File: config.mk
export PLATFORM = sky130hd
export DESIGN_NAME = rs485_frame_receiver_top
export DESIGN_NICKNAME = d
export VERILOG_FILES = /design/src/rtl/core/rs485_rx_pkg.sv /design/src/rtl/core/rs485_frame_receiver_top.sv
export SDC_FILE = /design/constraint.sdc
export NUM_CORES = 1
export LEC_CHECK = 0
export BUFFER_PORTS_ARGS = -buffer_cell sky130_fd_sc_hd__buf_2
export CAP_MARGIN = 25
export CORE_AREA = 2 2 144 146
export CTS_BUF_LIST = sky130_fd_sc_hd__clkbuf_4 sky130_fd_sc_hd__clkbuf_8
export CTS_CLUSTER_DIAMETER = 50
export DETAILED_ROUTE_END_ITERATION = 10
export DIE_AREA = 0 0 146 148
export GPL_TIMING_DRIVEN = 0
export HOLD_SLACK_MARGIN = 0.12
export SLEW_MARGIN = 20
export SYNTH_ARGS = -nofsm -noshare
export SYNTH_HDL_FRONTEND = slang
export SYNTH_SLANG_ARGS = --single-unit
File: constraint.sdc
create_clock -name i_clk -period 6.15 [get_ports i_clk]
set_input_delay 1.23 -clock i_clk [delete_from_list [all_inputs] [get_ports i_clk]]
set_output_delay 1.23 -clock i_clk [all_outputs]
set_load 0.01 [all_outputs]
File: src/rtl/core/rs485_rx_pkg.sv
// ----------------------------------------------------------------------------
// RS-485 frame receiver package
// Word types, command codes, register indexes and frame constants shared by
// the frame receiver.
// ----------------------------------------------------------------------------
package rs485_rx_pkg;

    localparam logic       CMD_BYTE = 1'b0;
    localparam logic       CMD_TICK = 1'b1;

    localparam logic [1:0] CFG_FILTER_EN  = 2'd0;
    localparam logic [1:0] CFG_OWN_SERIAL = 2'd1;
    localparam logic [1:0] CFG_TIMEOUT    = 2'd2;

    localparam logic [7:0]  START_MARK    = 8'h79;
    localparam logic [15:0] TIMEOUT_RESET = 16'd1000;

    typedef struct packed {
        logic       cmd;
        logic [7:0] rx_byte;
    } t_in_word;

    typedef struct packed {
        logic [7:0] out_byte;
        logic [8:0] byte_pos;
        logic       in_frame;
        logic       header_error;
        logic       frame_done;
        logic       frame_accept;
        logic       checksum_error;
        logic       address_mismatch;
        logic       timeout_abort;
    } t_out_word;

endpackage

File: src/rtl/core/rs485_frame_receiver_top.sv
// ----------------------------------------------------------------------------
// RS-485 frame receiver
// Each input word is one received byte or one timer tick. The block takes
// one word per clock cycle unless the output stalls, and returns one result
// word for it in the next cycle; a new word is taken in the same cycle in
// which the previous result leaves the output register. This rate is set by
// the update of the parser state (position, running sum and address
// compare), which is done at the moment a word is accepted.
// ----------------------------------------------------------------------------
module rs485_frame_receiver_top
    import rs485_rx_pkg::*;
#(
    parameter int ADDR_BYTES = 6
) (
    input  logic        i_clk,
    input  logic        i_rst_n,
    input  logic        i_in_valid,
    output logic        o_in_ready,
    input  t_in_word    i_in_word,
    output logic        o_out_valid,
    input  logic        i_out_ready,
    output t_out_word   o_out_word,
    input  logic        i_cfg_we,
    input  logic [1:0]  i_cfg_index,
    input  logic [63:0] i_cfg_data
);

    localparam logic [8:0] POS_SECOND_MARK = 9'(ADDR_BYTES + 1);
    localparam logic [8:0] POS_LENGTH      = 9'(ADDR_BYTES + 3);
    localparam logic [8:0] OFFS_CHECKSUM   = 9'(ADDR_BYTES + 4);
    localparam logic [8:0] OFFS_TRAILER    = 9'(ADDR_BYTES + 5);
    localparam logic [8:0] ADDR_LAST       = 9'(ADDR_BYTES);

    logic        r_filter_en;
    logic [63:0] r_own_serial;
    logic [15:0] r_timeout;

    logic        r_collecting;
    logic [8:0]  r_frame_index;
    logic [7:0]  r_payload_len;
    logic [7:0]  r_running_sum;
    logic [7:0]  r_checksum;
    logic        r_addr_equal;
    logic [15:0] r_idle_ticks;

    logic        n_collecting;
    logic [8:0]  n_frame_index;
    logic [7:0]  n_payload_len;
    logic [7:0]  n_running_sum;
    logic [7:0]  n_checksum;
    logic        n_addr_equal;
    logic [15:0] n_idle_ticks;

    logic        r_out_valid;
    t_out_word   r_out;
    t_out_word   n_out;

    logic        accept;
    logic        do_restart;
    logic [15:0] limit;
    logic [15:0] idle_inc;
    logic [8:0]  pos_checksum;
    logic [8:0]  pos_trailer;
    logic [8:0]  addr_shift;
    logic [7:0]  addr_want;
    logic [7:0]  rx;
    logic        sum_ok;
    logic        addr_ok;

    assign o_in_ready  = !r_out_valid || i_out_ready;
    assign accept      = i_in_valid && o_in_ready;
    assign o_out_valid = r_out_valid;
    assign o_out_word  = r_out;

    assign rx           = i_in_word.rx_byte;
    assign limit        = (r_timeout == 16'd0) ? 16'd1 : r_timeout;
    assign idle_inc     = r_idle_ticks + 16'd1;
    assign pos_checksum = 9'(r_payload_len) + OFFS_CHECKSUM;
    assign pos_trailer  = 9'(r_payload_len) + OFFS_TRAILER;
    assign addr_shift   = ADDR_LAST - r_frame_index;
    assign addr_want    = r_own_serial[8 * addr_shift[2:0] +: 8];
    assign sum_ok       = (r_running_sum == r_checksum);
    assign addr_ok      = !r_filter_en || r_addr_equal;

    always_comb begin
        n_collecting  = r_collecting;
        n_frame_index = r_frame_index;
        n_payload_len = r_payload_len;
        n_running_sum = r_running_sum;
        n_checksum    = r_checksum;
        n_addr_equal  = r_addr_equal;
        n_idle_ticks  = r_idle_ticks;
        n_out         = '0;
        do_restart    = 1'b0;

        if (i_in_word.cmd == CMD_TICK) begin
            if (r_frame_index != 9'd0) begin
                n_idle_ticks = idle_inc;
                if (idle_inc >= limit) begin
                    do_restart          = 1'b1;
                    n_out.timeout_abort = 1'b1;
                end
            end
        end else begin
            n_out.out_byte = rx;
            n_out.byte_pos = r_frame_index;
            n_idle_ticks   = 16'd0;
            if (!r_collecting) begin
                if (r_frame_index == 9'd0) begin
                    if (rx == START_MARK) begin
                        n_running_sum  = rx;
                        n_addr_equal   = 1'b1;
                        n_frame_index  = 9'd1;
                        n_out.in_frame = 1'b1;
                    end else begin
                        n_out.header_error = 1'b1;
                    end
                end else if (r_frame_index == POS_SECOND_MARK) begin
                    if (rx == START_MARK) begin
                        n_running_sum  = r_running_sum + rx;
                        n_collecting   = 1'b1;
                        n_frame_index  = r_frame_index + 9'd1;
                        n_out.in_frame = 1'b1;
                    end else begin
                        do_restart         = 1'b1;
                        n_out.header_error = 1'b1;
                    end
                end else begin
                    if (addr_want != rx) begin
                        n_addr_equal = 1'b0;
                    end
                    n_running_sum  = r_running_sum + rx;
                    n_frame_index  = r_frame_index + 9'd1;
                    n_out.in_frame = 1'b1;
                end
            end else begin
                n_out.in_frame = 1'b1;
                if (r_frame_index == POS_LENGTH) begin
                    n_payload_len = rx;
                    n_running_sum = r_running_sum + rx;
                    n_frame_index = r_frame_index + 9'd1;
                end else if (r_frame_index == pos_trailer) begin
                    n_out.frame_done       = 1'b1;
                    n_out.frame_accept     = sum_ok && addr_ok;
                    n_out.checksum_error   = !sum_ok;
                    n_out.address_mismatch = sum_ok && !addr_ok;
                    do_restart             = 1'b1;
                end else begin
                    if (r_frame_index < pos_checksum) begin
                        n_running_sum = r_running_sum + rx;
                    end else if (r_frame_index == pos_checksum) begin
                        n_checksum = rx;
                    end
                    n_frame_index = r_frame_index + 9'd1;
                end
            end
        end

        if (do_restart) begin
            n_collecting  = 1'b0;
            n_frame_index = 9'd0;
            n_payload_len = 8'd0;
            n_running_sum = 8'd0;
            n_checksum    = 8'd0;
            n_addr_equal  = 1'b1;
            n_idle_ticks  = 16'd0;
        end
    end

    always_ff @(posedge i_clk) begin
        if (!i_rst_n) begin
            r_filter_en  <= 1'b0;
            r_own_serial <= 64'd0;
            r_timeout    <= TIMEOUT_RESET;
        end else if (i_cfg_we) begin
            case (i_cfg_index)
                CFG_FILTER_EN:  r_filter_en  <= i_cfg_data[0];
                CFG_OWN_SERIAL: r_own_serial <= i_cfg_data;
                CFG_TIMEOUT:    r_timeout    <= i_cfg_data[15:0];
                default: begin
                end
            endcase
        end
    end

    always_ff @(posedge i_clk) begin
        if (!i_rst_n) begin
            r_collecting  <= 1'b0;
            r_frame_index <= 9'd0;
            r_payload_len <= 8'd0;
            r_running_sum <= 8'd0;
            r_checksum    <= 8'd0;
            r_addr_equal  <= 1'b1;
            r_idle_ticks  <= 16'd0;
            r_out_valid   <= 1'b0;
        end else begin
            if (accept) begin
                r_collecting  <= n_collecting;
                r_frame_index <= n_frame_index;
                r_payload_len <= n_payload_len;
                r_running_sum <= n_running_sum;
                r_checksum    <= n_checksum;
                r_addr_equal  <= n_addr_equal;
                r_idle_ticks  <= n_idle_ticks;
                r_out_valid   <= 1'b1;
            end else if (i_out_ready) begin
                r_out_valid <= 1'b0;
            end
        end
    end

    always_ff @(posedge i_clk) begin
        if (accept) begin
            r_out <= n_out;
        end
    end

    // A completed frame carries exactly one verdict.
    a_done_verdict: assert property (@(posedge i_clk) disable iff (!i_rst_n)
        (r_out_valid && r_out.frame_done) |->
            $onehot({r_out.frame_accept, r_out.checksum_error, r_out.address_mismatch}))
        else $error("completed frame without exactly one verdict");

    // No verdict is given on a word that does not complete a frame.
    a_no_stray_verdict: assert property (@(posedge i_clk) disable iff (!i_rst_n)
        (r_out_valid && !r_out.frame_done) |->
            !(r_out.frame_accept || r_out.checksum_error || r_out.address_mismatch))
        else $error("verdict flag on a word that did not complete a frame");

    // The body is only collected after both start marks.
    a_body_position: assert property (@(posedge i_clk) disable iff (!i_rst_n)
        r_collecting |-> (r_frame_index > POS_SECOND_MARK))
        else $error("body collection at a header position");

    // A timeout or a completed frame leaves the parser at the frame start.
    a_restart: assert property (@(posedge i_clk) disable iff (!i_rst_n)
        (accept && (n_out.timeout_abort || n_out.frame_done)) |=>
            (r_frame_index == 9'd0 && !r_collecting && r_idle_ticks == 16'd0))
        else $error("parser not restarted after frame end or timeout");

endmodule
==> results_dict.tcl <==
set metrics [dict create \
    status "finished, final reports clean" \
    antenna_found_initial 0 \
    place.gp.congestion 0.8439 \
    post-route-period-util_pct 76.16 \
    fin_total_pwr_mw 2.149 \
    start_util_pct 41.63 \
    io_buffers 104 \
    grt_pass1_wl_um 35700 \
    fillers 2010 \
    finClkSkew_ps 12.74 \
    post_cts_buffers 0 \
    core.rowCount 52 \
    met1_usage_pct 27.81 \
    crit_top_cell "and3_1" \
    diodes 0 \
    p_seq_share_pct 50.5 \
    cts_hold_buffers 0 \
    fin_crit_ps 4684 \
    syn-num-nets 1064 \
    dpl.hpwl_um 16690 \
    setup_violations 0 \
    syn_area_mm2 0.008342 \
    syn_to_final_growth_pct 15.78 \
    wl_per_cell_um 16.49 \
    clock_latency_ps 470 \
    cts_resized 0 \
    avgSynthCellArea_um2 8.837 \
    critical_path_class "flip-flop to flip-flop" \
    max_freq_mhz 213.5 \
    p_sw_share_pct 25.83 \
    cap_violations 0 \
    met2_usage_pct 35.38 \
    combPwrFrac_pct 9.2 \
    path_cells "ha_1 > and3_1 > and3_1 > clkbuf_1 > and3_1 > and3_1 > nand3_1 > xnor2_1 > ha_1 > nand2_1 > o21ai_1 > a2111oi_2 > a31oi_1 > a31o_4 > nor3_4 > buf_6 > nand3_1 > a31oi_1" \
    power.density_mw_per_mm2 222.5 \
    leakage_nw 3.813 \
    drive_gt1_share_pct 17.85 \
    cts.sinks 157 \
    coreArea_mm2 0.02004 \
    post-route-drc-count 0 \
    die_h_um 148 \
    die_area_mm2 0.02161 \
    cts_tree "done" \
    p_clk_share_pct 40.3 \
    clkTransAtPathRegs_ps 90 \
    antenna_left 0 \
    synth-warning-count 0 \
    grt_pass1_vias 6839 \
    net-switching-power_uw 555.0 \
    vias 7159 \
    synth-async-reset-ratio_pct 0 \
    dp_slack_ps 1583 \
    synthCells 944 \
    ys_seq_area_share_pct 40.56 \
    path_delay_family "simple AND/OR/NAND/NOR gates" \
    finalWorstSetupSlack_ps 1466 \
    viasPerCell 5.299 \
    cts.path.max_buffers 2 \
    path_buf_inv 2 \
    cts_buffers 17 \
    setup.worst_path.end_class "flip-flop" \
    grtUsageTotal_pct 20.89 \
    worstPathMaxFanout 10 \
    cpPeakStageDelay_ps 420 \
    hold_class "flip-flop to flip-flop" \
    nNetsFinal 1188 \
    rsz0062_at_grt "false" \
    cp_slowest_cell "dfxtp_1" \
    grt_max_degree 26 \
    p_int_mw 1.594 \
    synth_ff_type "dfxtp_1" \
    finalSetupTns_ps 0 \
    hold_violations 0 \
    tightest_slew_ps 852.6 \
    worst_ep_required_time_ps 6540 \
    ys_ff_latch 157 \
    max-vdd-ir-drop_mv 0.1438 \
    routed_wl_um 22280 \
    ios 106 \
    slew_headroom_pct 42.95 \
    overflow 0 \
    arrival_ps 5070 \
    final_util_pct 48.20 \
    met3_usage_pct 3.117 \
    grt.busiest_layer "met2" \
    drtIter0Drc 476 \
    fp.dieW_um 146 \
    startpoint_type "flip-flop" \
    cts-root-buf "clkbuf_8" \
    htree_levels 4 \
    dr.pass1.iters 5 \
    synth-edff-count 24 \
    maxSlewViolCount 0 \
    ys_types 73 \
]
[layout make-up]
cell class,instances,area [um^2],share of cell area [%]
Timing Repair Buffer,105,545.5,5.648
Clock buffer,18,241.5,2.500
Clock inverter,14,191.4,1.982
Tap cell,270,337.8,3.498
Buffer,60,281.5,2.915
Sequential cell,157,3383,35.03
Inverter,28,105.1,1.088
Multi-Input combinational cell,699,4572,47.34
[synth_stat cells, types with 4 or more instances]
master	count	area [um^2]
mux4_2	16	360.4
o211ai_1	9	67.56
buf_6	4	45.04
or2_2	4	25.02
mux2i_1	6	60.06
and3_1	10	62.56
nand4_1	10	62.56
nor2b_1	19	118.9
buf_2	12	60.06
xnor2_1	32	280.3
o21ai_0	24	120.1
a22oi_1	5	37.54
a21o_1	5	37.54
a31oi_1	9	56.30
nor4_1	4	25.02
and2_1	5	31.28
nor3b_1	4	30.03
o2bb2ai_1	6	52.55
nand3b_1	11	82.58
edfxtp_1	24	720.7
nor2_1	50	187.7
a22o_1	16	140.1
nand2b_1	5	31.28
xor2_1	23	201.4
nor3_1	12	60.06
a21oi_1	108	540.5
inv_1	28	105.1
clkbuf_1	40	150.1
ha_1	39	488.0
nand2_1	183	686.9
dfxtp_1	133	2663
nand3_1	32	160.2
[sequential cells by signal, summed over array words and instances (netlist names)]
register	flops
r_payload_len	8
r_idle_ticks	16
r_filter_en	1
r_frame_index	9
r_own_serial	64
o_out_word	24
o_out_valid	1
r_collecting	1
r_addr_equal	1
r_timeout	16
r_running_sum	8
r_checksum	8
[layer usage]
metal	wire length, um	part of all wire (%)	vias up
met5	0	0	-
met1	10440	47	3419
met4	277	1.2	0
met2	10690	48	148
met3	872	3.9	19
li1	-	-	3573
[worst register-to-register path: cells and delay by family (launching register included)]
family	cells	cell delay [ps]
adder cells (fa/ha/maj)	2	530
AO/OA/AOI/OAI	5	1370
AND/OR/NAND/NOR	8	1640
flip-flops	1	420
XOR/XNOR	1	210
buffers and inverters	2	440
[cells in the final DEF, fill, tap and decap left out, types with 11 or more instances in the layout]
cell      Yosys  final
nand3_1      32     32
nand3b_1     11     11
clkbuf_1     40     40
o21ai_0      24     24
nand2_1     183    183
clkbuf_8      0     17
a22o_1       16     16
xnor2_1      32     32
edfxtp_1     24     24
ha_1         39     39
a21oi_1     108    108
inv_1        28     28
mux4_2       16     16
nor3_1       12     12
buf_2        12    116
xor2_1       23     23
dfxtp_1     133    133
nor2b_1      19     19
nor2_1       50     50
[path summary, 6_finish.rpt]
kind	startpoint	cells past startpoint	slack (ps)	end
worst min register to register	r_own_serial[15]	2	460	r_own_serial[15]
worst max register to register	r_idle_ticks[0]	18	1470	r_frame_index[7]
worst max-delay path	r_idle_ticks[0]	18	1470	r_frame_index[7]
worst min-delay path	r_own_serial[15]	2	460	r_own_serial[15]
[cells by family (layout without fill, tap and decap cells)]
family	Yosys count	count (layout)	share of synthesized area (%)
AND/OR/NAND/NOR	369	369	21.30
AO/OA/AOI/OAI	212	212	16.47
flip-flops	157	157	40.56
buffers and inverters	88	225	4.635
XOR/XNOR	55	55	5.775
adder cells (fa/ha/maj)	40	40	6.090
multiplexers	23	23	5.175
[power by group through the flow]
stage | combinational (mW) | sequential [mW] | clock (mW)
final | 0.199 | 1.08 | 0.866
after global routing | 0.221 | 1.09 | 0.912
after CTS | 0.198 | 1.08 | 0.877
after detailed placement | 0.197 | 1.11 | 0
after global placement | 0.196 | 1.11 | 0
after floorplan | 0.111 | 1.11 | 0
[through the flow]
step	instance area, um^2	std cells	hold WS (ps)
2_1_floorplan	8342	944	433.1
3_3_place_gp	9200	1318	440.4
3_5_place_dp	9200	1318	445.9
4_1_cts	9633	1350	459.0
5_1_grt	9658	1351	470.8
6_report	9658	1351	455.8
No activity file was read; power rests on OpenSTA's default activity.
